## config.mk

```make
export PLATFORM = sky130hd
export DESIGN_NAME = mex_tracking_integer_set_unit_flat
export DESIGN_NICKNAME = d
export VERILOG_FILES = /design/src/rtl/core/mexset_pkg.sv /design/src/rtl/core/mexset_req_if.sv /design/src/rtl/core/mexset_rsp_if.sv /design/src/rtl/core/mex_tracking_integer_set_unit.sv /design/src/rtl/core/mexset_ram.sv /design/src/flat_wrapper.sv
export SDC_FILE = /design/constraint.sdc
export NUM_CORES = 2
export LEC_CHECK = 0
export BUFFER_PORTS_ARGS = -buffer_cell sky130_fd_sc_hd__buf_4
export CELL_PAD_IN_SITES_DETAIL_PLACEMENT = 0
export CELL_PAD_IN_SITES_GLOBAL_PLACEMENT = 2
export CORE_MARGIN = 8
export CORE_UTILIZATION = 30
export CTS_CLUSTER_DIAMETER = 200
export DETAILED_ROUTE_END_ITERATION = 12
export GPL_TIMING_DRIVEN = 0
export PLACE_DENSITY = 0.52
export SKIP_CTS_REPAIR_TIMING = 1
export SLEW_MARGIN = 15
export SYNTH_ARGS = -nofsm -noshare
export SYNTH_HDL_FRONTEND = slang
export SYNTH_HIERARCHICAL = 1
export SYNTH_SLANG_ARGS = --single-unit
```

## constraint.sdc

```tcl
create_clock -name clk -period 5.38 [get_ports clk]
set_clock_uncertainty 0.1 [all_clocks]
set_input_delay 1.614 -clock clk [delete_from_list [all_inputs] [get_ports clk]]
set_output_delay 1.614 -clock clk [all_outputs]
set_load 0.01 [all_outputs]
```

## src/rtl/core/mexset_pkg.sv

```systemverilog
`timescale 1ns / 1ps

package mexset_pkg;

    // Field widths of one command and one result
    localparam int CMD_W     = 2;
    localparam int VALUE_W   = 16;
    localparam int MEX_OUT_W = 11;

    // Bitmap word geometry
    localparam int WORD_W   = 32;
    localparam int BITSEL_W = 5;

    // Default set size
    localparam int SET_SIZE_DEF = 1024;

    typedef logic [CMD_W-1:0] cmd_t;

    // Command codes
    localparam cmd_t CMD_INSERT = 2'd0;
    localparam cmd_t CMD_ERASE  = 2'd1;
    localparam cmd_t CMD_TEST   = 2'd2;
    localparam cmd_t CMD_CLEAR  = 2'd3;

    // Position of the lowest clear bit of a word; only meaningful when one exists
    function automatic logic [BITSEL_W-1:0] first_zero(input logic [WORD_W-1:0] w);
        logic [BITSEL_W-1:0] pos;
        pos = '0;
        for (int i = WORD_W - 1; i >= 0; i--)
        begin
            if (!w[i])
            begin
                pos = BITSEL_W'(i);
            end
        end
        return pos;
    endfunction

endpackage

```

## src/rtl/core/mexset_req_if.sv

```systemverilog
`timescale 1ns / 1ps

interface mexset_req_if
    import mexset_pkg::*;
();
    logic               valid;
    logic               ready;
    cmd_t               cmd;
    logic [VALUE_W-1:0] value;

    modport source (output valid, output cmd, output value, input ready);
    modport sink   (input valid, input cmd, input value, output ready);
endinterface

```

## src/rtl/core/mexset_rsp_if.sv

```systemverilog
`timescale 1ns / 1ps

interface mexset_rsp_if
    import mexset_pkg::*;
();
    logic                 valid;
    logic                 ready;
    logic                 outcome;
    logic [MEX_OUT_W-1:0] mex_value;
    logic                 out_of_range;

    modport source (output valid, output outcome, output mex_value, output out_of_range,
                    input ready);
    modport sink   (input valid, input outcome, input mex_value, input out_of_range,
                    output ready);
endinterface

```

## src/rtl/core/mex_tracking_integer_set_unit.sv

```systemverilog
`timescale 1ns / 1ps

// Set of integers 0..SET_SIZE-1 that keeps its minimum excluded value (mex). Each request
// (insert, erase, test, clear) gives one response with the outcome flag, the mex after the
// command and an out-of-range flag. Membership lives in a RAM of 32-bit words,
// WORD_COUNT = ceil(SET_SIZE/32) deep, with one read and one write port. Test, erase and
// insert of a value other than the mex pass through ST_LOOK and ST_DONE before the response
// is loaded into the output register; out-of-range commands go from ST_IDLE straight to
// ST_DONE. Insert of the mex advances the mex by walking the bitmap one word per cycle
// through a shared lowest-zero finder, reading at most WORD_COUNT - 1 further words. Clear,
// and the clearing pass after reset, write every word once (32 words at the default size),
// during which no request is taken; a clear then responds through ST_DONE. The unit
// holds one command at a time; the next request is taken in the cycle after the response
// is loaded, and a finished response waits in the output register while that request is
// taken. A response still held by the receiver when the next one is ready stalls the unit.
module mex_tracking_integer_set_unit
    import mexset_pkg::*;
#(
    parameter int SET_SIZE = SET_SIZE_DEF
) (
    input  logic           clk,
    input  logic           rst_n,
    mexset_req_if.sink     req,
    mexset_rsp_if.source   rsp
);
    localparam int WORD_COUNT = (SET_SIZE + WORD_W - 1) / WORD_W;
    localparam int ADDR_W     = (WORD_COUNT > 1) ? $clog2(WORD_COUNT) : 1;
    localparam int MEX_W      = $clog2(SET_SIZE + 1);
    localparam int EXT_W      = VALUE_W + 1;
    localparam logic [ADDR_W-1:0] LAST_WORD = ADDR_W'(WORD_COUNT - 1);
    localparam logic [EXT_W-1:0]  SIZE_EXT  = EXT_W'(SET_SIZE);

    // Sequencer states
    localparam logic [2:0] ST_CLR  = 3'd0;
    localparam logic [2:0] ST_IDLE = 3'd1;
    localparam logic [2:0] ST_LOOK = 3'd2;
    localparam logic [2:0] ST_SCAN = 3'd3;
    localparam logic [2:0] ST_DONE = 3'd4;

    logic [2:0]         state_reg, state_next;
    cmd_t               cmd_reg, cmd_next;
    logic [VALUE_W-1:0] value_reg, value_next;
    logic [WORD_W-1:0]  word_reg, word_next;
    logic [ADDR_W-1:0]  scan_addr_reg, scan_addr_next;
    logic               scan_first_reg, scan_first_next;
    logic [ADDR_W-1:0]  clr_addr_reg, clr_addr_next;
    logic               clr_pend_reg, clr_pend_next;
    logic               res_outcome_reg, res_outcome_next;
    logic               res_oor_reg, res_oor_next;
    logic [MEX_W-1:0]   mex_reg, mex_next;
    logic               out_valid_reg, out_valid_next;
    logic               out_outcome_reg, out_outcome_next;
    logic [MEX_OUT_W-1:0] out_mex_reg, out_mex_next;
    logic               out_oor_reg, out_oor_next;

    logic                ram_we;
    logic [ADDR_W-1:0]   ram_waddr;
    logic [WORD_W-1:0]   ram_wdata;
    logic [ADDR_W-1:0]   ram_raddr;
    logic [WORD_W-1:0]   ram_rdata;

    logic                accept;
    logic                in_oor;
    logic [ADDR_W-1:0]   in_word;
    logic [ADDR_W-1:0]   val_word;
    logic [WORD_W-1:0]   bit_mask;
    logic                cur_bit;
    logic [WORD_W-1:0]   scan_src;
    logic                scan_hit;
    logic [EXT_W-1:0]    scan_cand;
    logic [EXT_W-1:0]    value_ext;
    logic [EXT_W-1:0]    mex_ext;
    logic                slot_free;
    logic [MEX_W+MEX_OUT_W-1:0] mex_wide;

    mexset_ram #(
        .WIDTH (WORD_W),
        .DEPTH (WORD_COUNT)
    ) u_bitmap (
        .clk   (clk),
        .we    (ram_we),
        .waddr (ram_waddr),
        .wdata (ram_wdata),
        .raddr (ram_raddr),
        .rdata (ram_rdata)
    );

    // Decode the request and the held command
    assign req.ready = (state_reg == ST_IDLE);
    assign accept    = req.valid && req.ready;
    assign in_oor    = ({1'b0, req.value} >= SIZE_EXT);
    assign in_word   = ADDR_W'(req.value[VALUE_W-1:BITSEL_W]);
    assign val_word  = ADDR_W'(value_reg[VALUE_W-1:BITSEL_W]);
    assign bit_mask  = WORD_W'(1) << value_reg[BITSEL_W-1:0];
    assign cur_bit   = ram_rdata[value_reg[BITSEL_W-1:0]];
    assign value_ext = {1'b0, value_reg};
    assign mex_ext   = EXT_W'(mex_reg);

    // Shared lowest-zero search over the current scan word
    assign scan_src  = scan_first_reg ? word_reg : ram_rdata;
    assign scan_hit  = (~scan_src != '0);
    assign scan_cand = EXT_W'({scan_addr_reg, first_zero(scan_src)});

    assign slot_free = !out_valid_reg || rsp.ready;

    // Read the requested word on transfer, the following word while scanning
    always_comb
    begin
        if (state_reg == ST_IDLE)
        begin
            ram_raddr = in_word;
        end
        else if (scan_addr_reg == LAST_WORD)
        begin
            ram_raddr = scan_addr_reg;
        end
        else
        begin
            ram_raddr = scan_addr_reg + ADDR_W'(1);
        end
    end

    // Sequencer
    always_comb
    begin
        state_next       = state_reg;
        cmd_next         = cmd_reg;
        value_next       = value_reg;
        word_next        = word_reg;
        scan_addr_next   = scan_addr_reg;
        scan_first_next  = scan_first_reg;
        clr_addr_next    = clr_addr_reg;
        clr_pend_next    = clr_pend_reg;
        res_outcome_next = res_outcome_reg;
        res_oor_next     = res_oor_reg;
        mex_next         = mex_reg;
        out_outcome_next = out_outcome_reg;
        out_mex_next     = out_mex_reg;
        out_oor_next     = out_oor_reg;
        out_valid_next   = out_valid_reg && !rsp.ready;
        ram_we           = 1'b0;
        ram_waddr        = val_word;
        ram_wdata        = ram_rdata;

        case (state_reg)
            ST_CLR:
            begin
                // Sweep zeros through the bitmap
                ram_we    = 1'b1;
                ram_waddr = clr_addr_reg;
                ram_wdata = '0;
                if (clr_addr_reg == LAST_WORD)
                begin
                    mex_next      = '0;
                    clr_pend_next = 1'b0;
                    if (clr_pend_reg)
                    begin
                        res_outcome_next = 1'b1;
                        res_oor_next     = 1'b0;
                        state_next       = ST_DONE;
                    end
                    else
                    begin
                        state_next = ST_IDLE;
                    end
                end
                else
                begin
                    clr_addr_next = clr_addr_reg + ADDR_W'(1);
                end
            end

            ST_IDLE:
            begin
                if (accept)
                begin
                    cmd_next   = req.cmd;
                    value_next = req.value;
                    if (req.cmd == CMD_CLEAR)
                    begin
                        clr_addr_next = '0;
                        clr_pend_next = 1'b1;
                        state_next    = ST_CLR;
                    end
                    else if (in_oor)
                    begin
                        res_outcome_next = 1'b0;
                        res_oor_next     = 1'b1;
                        state_next       = ST_DONE;
                    end
                    else
                    begin
                        res_oor_next = 1'b0;
                        state_next   = ST_LOOK;
                    end
                end
            end

            ST_LOOK:
            begin
                state_next = ST_DONE;
                case (cmd_reg)
                    CMD_INSERT:
                    begin
                        res_outcome_next = !cur_bit;
                        if (!cur_bit)
                        begin
                            ram_we    = 1'b1;
                            ram_wdata = ram_rdata | bit_mask;
                            if (value_ext == mex_ext)
                            begin
                                // Everything below the mex is present: start from this word
                                word_next       = ram_rdata | bit_mask;
                                scan_addr_next  = val_word;
                                scan_first_next = 1'b1;
                                state_next      = ST_SCAN;
                            end
                        end
                    end
                    CMD_ERASE:
                    begin
                        res_outcome_next = cur_bit;
                        if (cur_bit)
                        begin
                            ram_we    = 1'b1;
                            ram_wdata = ram_rdata & ~bit_mask;
                            if (value_ext < mex_ext)
                            begin
                                mex_next = MEX_W'(value_reg);
                            end
                        end
                    end
                    CMD_TEST:
                    begin
                        res_outcome_next = cur_bit;
                    end
                    default:
                    begin
                        res_outcome_next = 1'b1;
                    end
                endcase
            end

            ST_SCAN:
            begin
                // Walk the words until a clear bit or the end of the set
                scan_first_next = 1'b0;
                if (scan_hit)
                begin
                    mex_next   = (scan_cand >= SIZE_EXT) ? MEX_W'(SET_SIZE) : MEX_W'(scan_cand);
                    state_next = ST_DONE;
                end
                else if (scan_addr_reg == LAST_WORD)
                begin
                    mex_next   = MEX_W'(SET_SIZE);
                    state_next = ST_DONE;
                end
                else
                begin
                    scan_addr_next = scan_addr_reg + ADDR_W'(1);
                end
            end

            ST_DONE:
            begin
                // Hand the response to the output register once it is free
                if (slot_free)
                begin
                    out_valid_next   = 1'b1;
                    out_outcome_next = res_outcome_reg;
                    out_mex_next     = mex_wide[MEX_OUT_W-1:0];
                    out_oor_next     = res_oor_reg;
                    state_next       = ST_IDLE;
                end
            end

            default:
            begin
                state_next = ST_IDLE;
            end
        endcase
    end

    assign mex_wide = {{MEX_OUT_W{1'b0}}, mex_reg};

    // Control state
    always_ff @(posedge clk or negedge rst_n)
    begin
        if (!rst_n)
        begin
            state_reg      <= ST_CLR;
            clr_addr_reg   <= '0;
            clr_pend_reg   <= 1'b0;
            scan_first_reg <= 1'b0;
            mex_reg        <= '0;
            out_valid_reg  <= 1'b0;
        end
        else
        begin
            state_reg      <= state_next;
            clr_addr_reg   <= clr_addr_next;
            clr_pend_reg   <= clr_pend_next;
            scan_first_reg <= scan_first_next;
            mex_reg        <= mex_next;
            out_valid_reg  <= out_valid_next;
        end
    end

    // Payload
    always_ff @(posedge clk)
    begin
        cmd_reg         <= cmd_next;
        value_reg       <= value_next;
        word_reg        <= word_next;
        scan_addr_reg   <= scan_addr_next;
        res_outcome_reg <= res_outcome_next;
        res_oor_reg     <= res_oor_next;
        out_outcome_reg <= out_outcome_next;
        out_mex_reg     <= out_mex_next;
        out_oor_reg     <= out_oor_next;
    end

    assign rsp.valid        = out_valid_reg;
    assign rsp.outcome      = out_outcome_reg;
    assign rsp.mex_value    = out_mex_reg;
    assign rsp.out_of_range = out_oor_reg;

    // The mex never passes the set size
    a_mex_bound: assert property (@(posedge clk) disable iff (!rst_n)
        EXT_W'(mex_reg) <= SIZE_EXT)
        else $error("mex beyond set size");

    // An out-of-range command leaves the mex alone
    a_oor_keeps_mex: assert property (@(posedge clk) disable iff (!rst_n)
        (accept && req.cmd != CMD_CLEAR && in_oor) |=> $stable(mex_reg))
        else $error("out-of-range command moved the mex");

    // A finished clear reports an empty set
    a_clear_mex: assert property (@(posedge clk) disable iff (!rst_n)
        (state_reg == ST_DONE && cmd_reg == CMD_CLEAR) |-> (mex_reg == '0))
        else $error("clear left a non-zero mex");

    // The scan only reads the bitmap
    a_scan_no_write: assert property (@(posedge clk) disable iff (!rst_n)
        (state_reg == ST_SCAN) |-> !ram_we)
        else $error("bitmap written during scan");

    // Out-of-range responses never claim an effect
    a_oor_outcome: assert property (@(posedge clk) disable iff (!rst_n)
        (rsp.valid && rsp.out_of_range) |-> !rsp.outcome)
        else $error("out-of-range response with outcome set");
endmodule

```

## src/rtl/core/mexset_ram.sv

```systemverilog
`timescale 1ns / 1ps

module mexset_ram #(
    parameter int WIDTH = 32,
    parameter int DEPTH = 32
) (
    input  logic                                     clk,
    input  logic                                     we,
    input  logic [((DEPTH > 1) ? $clog2(DEPTH) : 1)-1:0] waddr,
    input  logic [WIDTH-1:0]                         wdata,
    input  logic [((DEPTH > 1) ? $clog2(DEPTH) : 1)-1:0] raddr,
    output logic [WIDTH-1:0]                         rdata
);
    logic [WIDTH-1:0] mem [DEPTH];
    logic [WIDTH-1:0] rdata_reg;

    // Write one word, read one word with registered data
    always_ff @(posedge clk)
    begin
        if (we)
        begin
            mem[waddr] <= wdata;
        end
        rdata_reg <= mem[raddr];
    end

    assign rdata = rdata_reg;
endmodule
```

## src/flat_wrapper.sv

```systemverilog
// flat-port wrapper written by rule: the top's interface ports become plain ports
module mex_tracking_integer_set_unit_flat import mexset_pkg::*;
#(
    parameter int SET_SIZE = SET_SIZE_DEF
)
  (clk, rst_n, req_valid, req_cmd, req_value, req_ready, rsp_valid, rsp_outcome, rsp_mex_value, rsp_out_of_range, rsp_ready);
  mexset_req_if req_i ();
  mexset_rsp_if rsp_i ();
  input  logic clk;
  input  logic rst_n;
  input wire logic [$bits(req_i.valid)-1:0] req_valid;
  input wire logic [$bits(req_i.cmd)-1:0] req_cmd;
  input wire logic [$bits(req_i.value)-1:0] req_value;
  output wire logic [$bits(req_i.ready)-1:0] req_ready;
  output wire logic [$bits(rsp_i.valid)-1:0] rsp_valid;
  output wire logic [$bits(rsp_i.outcome)-1:0] rsp_outcome;
  output wire logic [$bits(rsp_i.mex_value)-1:0] rsp_mex_value;
  output wire logic [$bits(rsp_i.out_of_range)-1:0] rsp_out_of_range;
  input wire logic [$bits(rsp_i.ready)-1:0] rsp_ready;
  assign req_i.valid = req_valid;
  assign req_i.cmd = req_cmd;
  assign req_i.value = req_value;
  assign req_ready = req_i.ready;
  assign rsp_valid = rsp_i.valid;
  assign rsp_outcome = rsp_i.outcome;
  assign rsp_mex_value = rsp_i.mex_value;
  assign rsp_out_of_range = rsp_i.out_of_range;
  assign rsp_i.ready = rsp_ready;
  mex_tracking_integer_set_unit #(.SET_SIZE(SET_SIZE)) u_core (.clk(clk), .rst_n(rst_n), .req(req_i), .rsp(rsp_i));
endmodule
```

==> reports/metrics.cfg <==
[clocking]
cts.path.max_buffers=3
cts_root_buf=clkbuf_16
cts_buffers=134
cts_tree=built
clk_pin_slew_ns=0.06
clock_sinks=1148
h-tree-depth=4
worst_skew_pair.late_latency_ns=0.74

[placed_design]
port_buffers=36
dp_hpwl_um=99900
gp_congestion=0.795
place_area_mm2=0.0513
dpl.cell_count=5059

[floorplan]
placementRows=144
initial_core_util=0.303
die_area_mm2=0.168
die_h_um=410
core_mm2=0.154
ioPinCount=37
fp.dieW_um=410

[logic_synthesis]
synth_fa_ha_area_frac=0.00456
syn_inst=2921
syn-num-nets=2960
synthTopCellsByArea=edfxtp_1 70%, mux2i_1 11%, a22oi_1 1.9%
ys_ff_latch=1148
synthArstFlopShare=0.0192
synth_top_area_cell=edfxtp_1
synth-xor-area-share=0.000751
ys_warn_count=6
synth_mux_area_frac=0.117
synth_edf_count=1094
synth_top_family_by_area=multiplexers
synth_top_area_frac=0.704
synth.yosys.seq_area_share=0.730
synth-main-ff-cell=edfxtp_1
ys_types=71
netlist_area_mm2=0.0467
avgSynthCellArea_um2=16.0
synth_simple_gate_area_frac=0.0536
synth_compound_area_frac=0.0730

[final_layout]
final_cells=5314
drive_gt1_frac=0.146
final_area_mm2=0.0557
multi_input_area_mm2=0.0122
fin_nets=3199
seqCellArea_mm2=0.0340
largest_reg_flops=1024
syn2layout_area_growth_pct=19.4
utilization=0.361
nFillCells=14647

[detailed_routing]
num_vias=26164
wl_per_cell_um=26.1
dr.pass1.iters=5
drc=0
viasPerCell=4.92
drt_wl_total_um=139000
dr.first_iter.drc_count=1480
ant_nets=0

[sta]
slew_viol_final=0
hold_violations=0
setup_violations=0
maxSlewHeadroom=0.232
fin_crit_ns=5.15
max_freq_mhz=194
period_share=0.957
rsz0062_at_grt=no
worstMarginPinSlew_ns=1.15
tns_ns=0

[setup_path]
arrival_ns=5.46
crit_type=reg -> reg
path_max_fanout=19
required_ns=5.70
critPathCaptureType=flop
crit_path_start_kind=flop

[global_route]
grt_max_degree=33
antenna_found_initial=1
grt_pass1_vias=27144
grt_pass1_wl_um=199000
grtUsageTotal=0.162
overflow=0

[pwr]
peakVddDrop_mv=0.269
switching_share=0.356
power_frac_clock=0.273
p_int_mw=20.8
power_switching_mw=11.5
pwr-share-comb=0.328
total_leakage_power_nw=19.2
power_density_mw_per_mm2=579
seq_power_share=0.398

[hold_path]
hold_class=reg -> reg

[outcome]
status=complete, no violations

[run]
maxCapViolCount=0

-- per-layer routing --
| metal | GRT usage | part of all wire |
|---|---|---|
| met5 | 0 | 0 |
| met4 | 0.0449 | 0.023 |
| met3 | 0.0241 | 0.035 |
| met2 | 0.282 | 0.50 |
| met1 | 0.210 | 0.44 |
-- through the flow --
stage	setup slack [ns]	hold slack (ns)	power, mW
6_report	0.234	0.316	32.3
5_1_grt	0.0201	0.321	33.8
4_1_cts	0.0652	0.318	32.7
3_5_place_dp	-0.212	0.307	23.8
3_3_place_gp	-1.72	0.315	22.9
2_1_floorplan	0.868	0.300	18.5
-- area by class of cell --
class	instances	area share
tap	2044	0.0459
buffer	162	0.0165
sequential	1148	0.611
multi-input combinational	1583	0.219
clock buffer	175	0.0657
clock inverter	69	0.0116
antenna	2	0.0000898
inverter	28	0.00189
timing repair buffer	103	0.0281
-- cell usage in the layout, fill, tap and decap left out, types with 56 or more instances in the layout --
| master | count |
|---|---|
| buf_4 | 80 |
| nand3_1 | 133 |
| edfxtp_1 | 1094 |
| nand2_1 | 185 |
| o21ai_0 | 56 |
| a22oi_1 | 120 |
| a22o_1 | 69 |
| mux2i_1 | 529 |
| clkbuf_16 | 137 |
| clkbuf_1 | 95 |
| a21oi_1 | 117 |
-- worst max-delay path, stage by stage, from the launching register on --
cell and delay (ns):
edfxtp_1 0.68, buf_2 0.39, nor2b_1 0.40, o211ai_1 0.16, nand4_1 0.21, nand4_4 0.27, mux2i_1 0.18, a21oi_1 0.37
nand3_1 0.86, nor2_4 0.87, buf_12 0.26
-- synth_stat cells (5+ instances only) --
master	count
edfxtp_1	1094
mux2i_1	529
nand2_1	185
nand3_1	133
a21oi_1	122
a22oi_1	120
a22o_1	70
clkbuf_1	67
nor2_1	65
o21ai_0	63
nor3_1	40
a31oi_1	39
buf_2	34
buf_4	34
dfxtp_1	32
inv_1	28
a21o_1	24
nand3b_1	23
dfrtp_1	22
ha_1	17
buf_6	16
nor2b_1	14
o2bb2ai_1	11
nand2b_1	10
o21bai_1	10
buf_1	8
nand4_1	8
o211ai_1	8
a32o_1	7
and2_1	7
or2_2	7
or3_1	6
mux2_2	5
-- final timing paths --
check / from / end / slack, ns / cells past startpoint
max: u_core/value_reg[2] / u_core/u_bitmap/mem[15][16] / 0.23 / 10
min: u_core/res_outcome_reg / u_core/rsp.outcome / 0.32 / 0
min in group asynchronous: rst_n / u_core/mex_reg[8] / 0.68 / 1
max reg2reg: u_core/value_reg[2] / u_core/u_bitmap/mem[15][16] / 0.23 / 10
min reg2reg: u_core/res_outcome_reg / u_core/rsp.outcome / 0.32 / 0
max in group asynchronous: rst_n / u_core/mex_reg[2] / 4.23 / 1
-- power by group through the flow --
stage / registers [mW] / clock network, mW / logic, mW
3_5_place_dp: 13.0 / 0 / 10.7
5_1_grt: 12.9 / 9.43 / 11.4
3_3_place_gp: 13.2 / 0 / 9.64
4_1_cts: 12.8 / 9.11 / 10.8
2_1_floorplan: 12.8 / 0 / 5.67
6_report: 12.8 / 8.82 / 10.6
-- kinds of logic (layout without fill, tap and decap cells) --
group / after synthesis / count (layout)
buffers and inverters: 190 / 537
multiplexers: 538 / 538
XOR/XNOR: 4 / 4
AO/OA/AOI/OAI: 502 / 502
adder cells (fa/ha/maj): 17 / 17
AND/OR/NAND/NOR: 522 / 522
other: 0 / 2
flip-flops: 1148 / 1148
No activity file was read; power rests on OpenSTA's default activity.
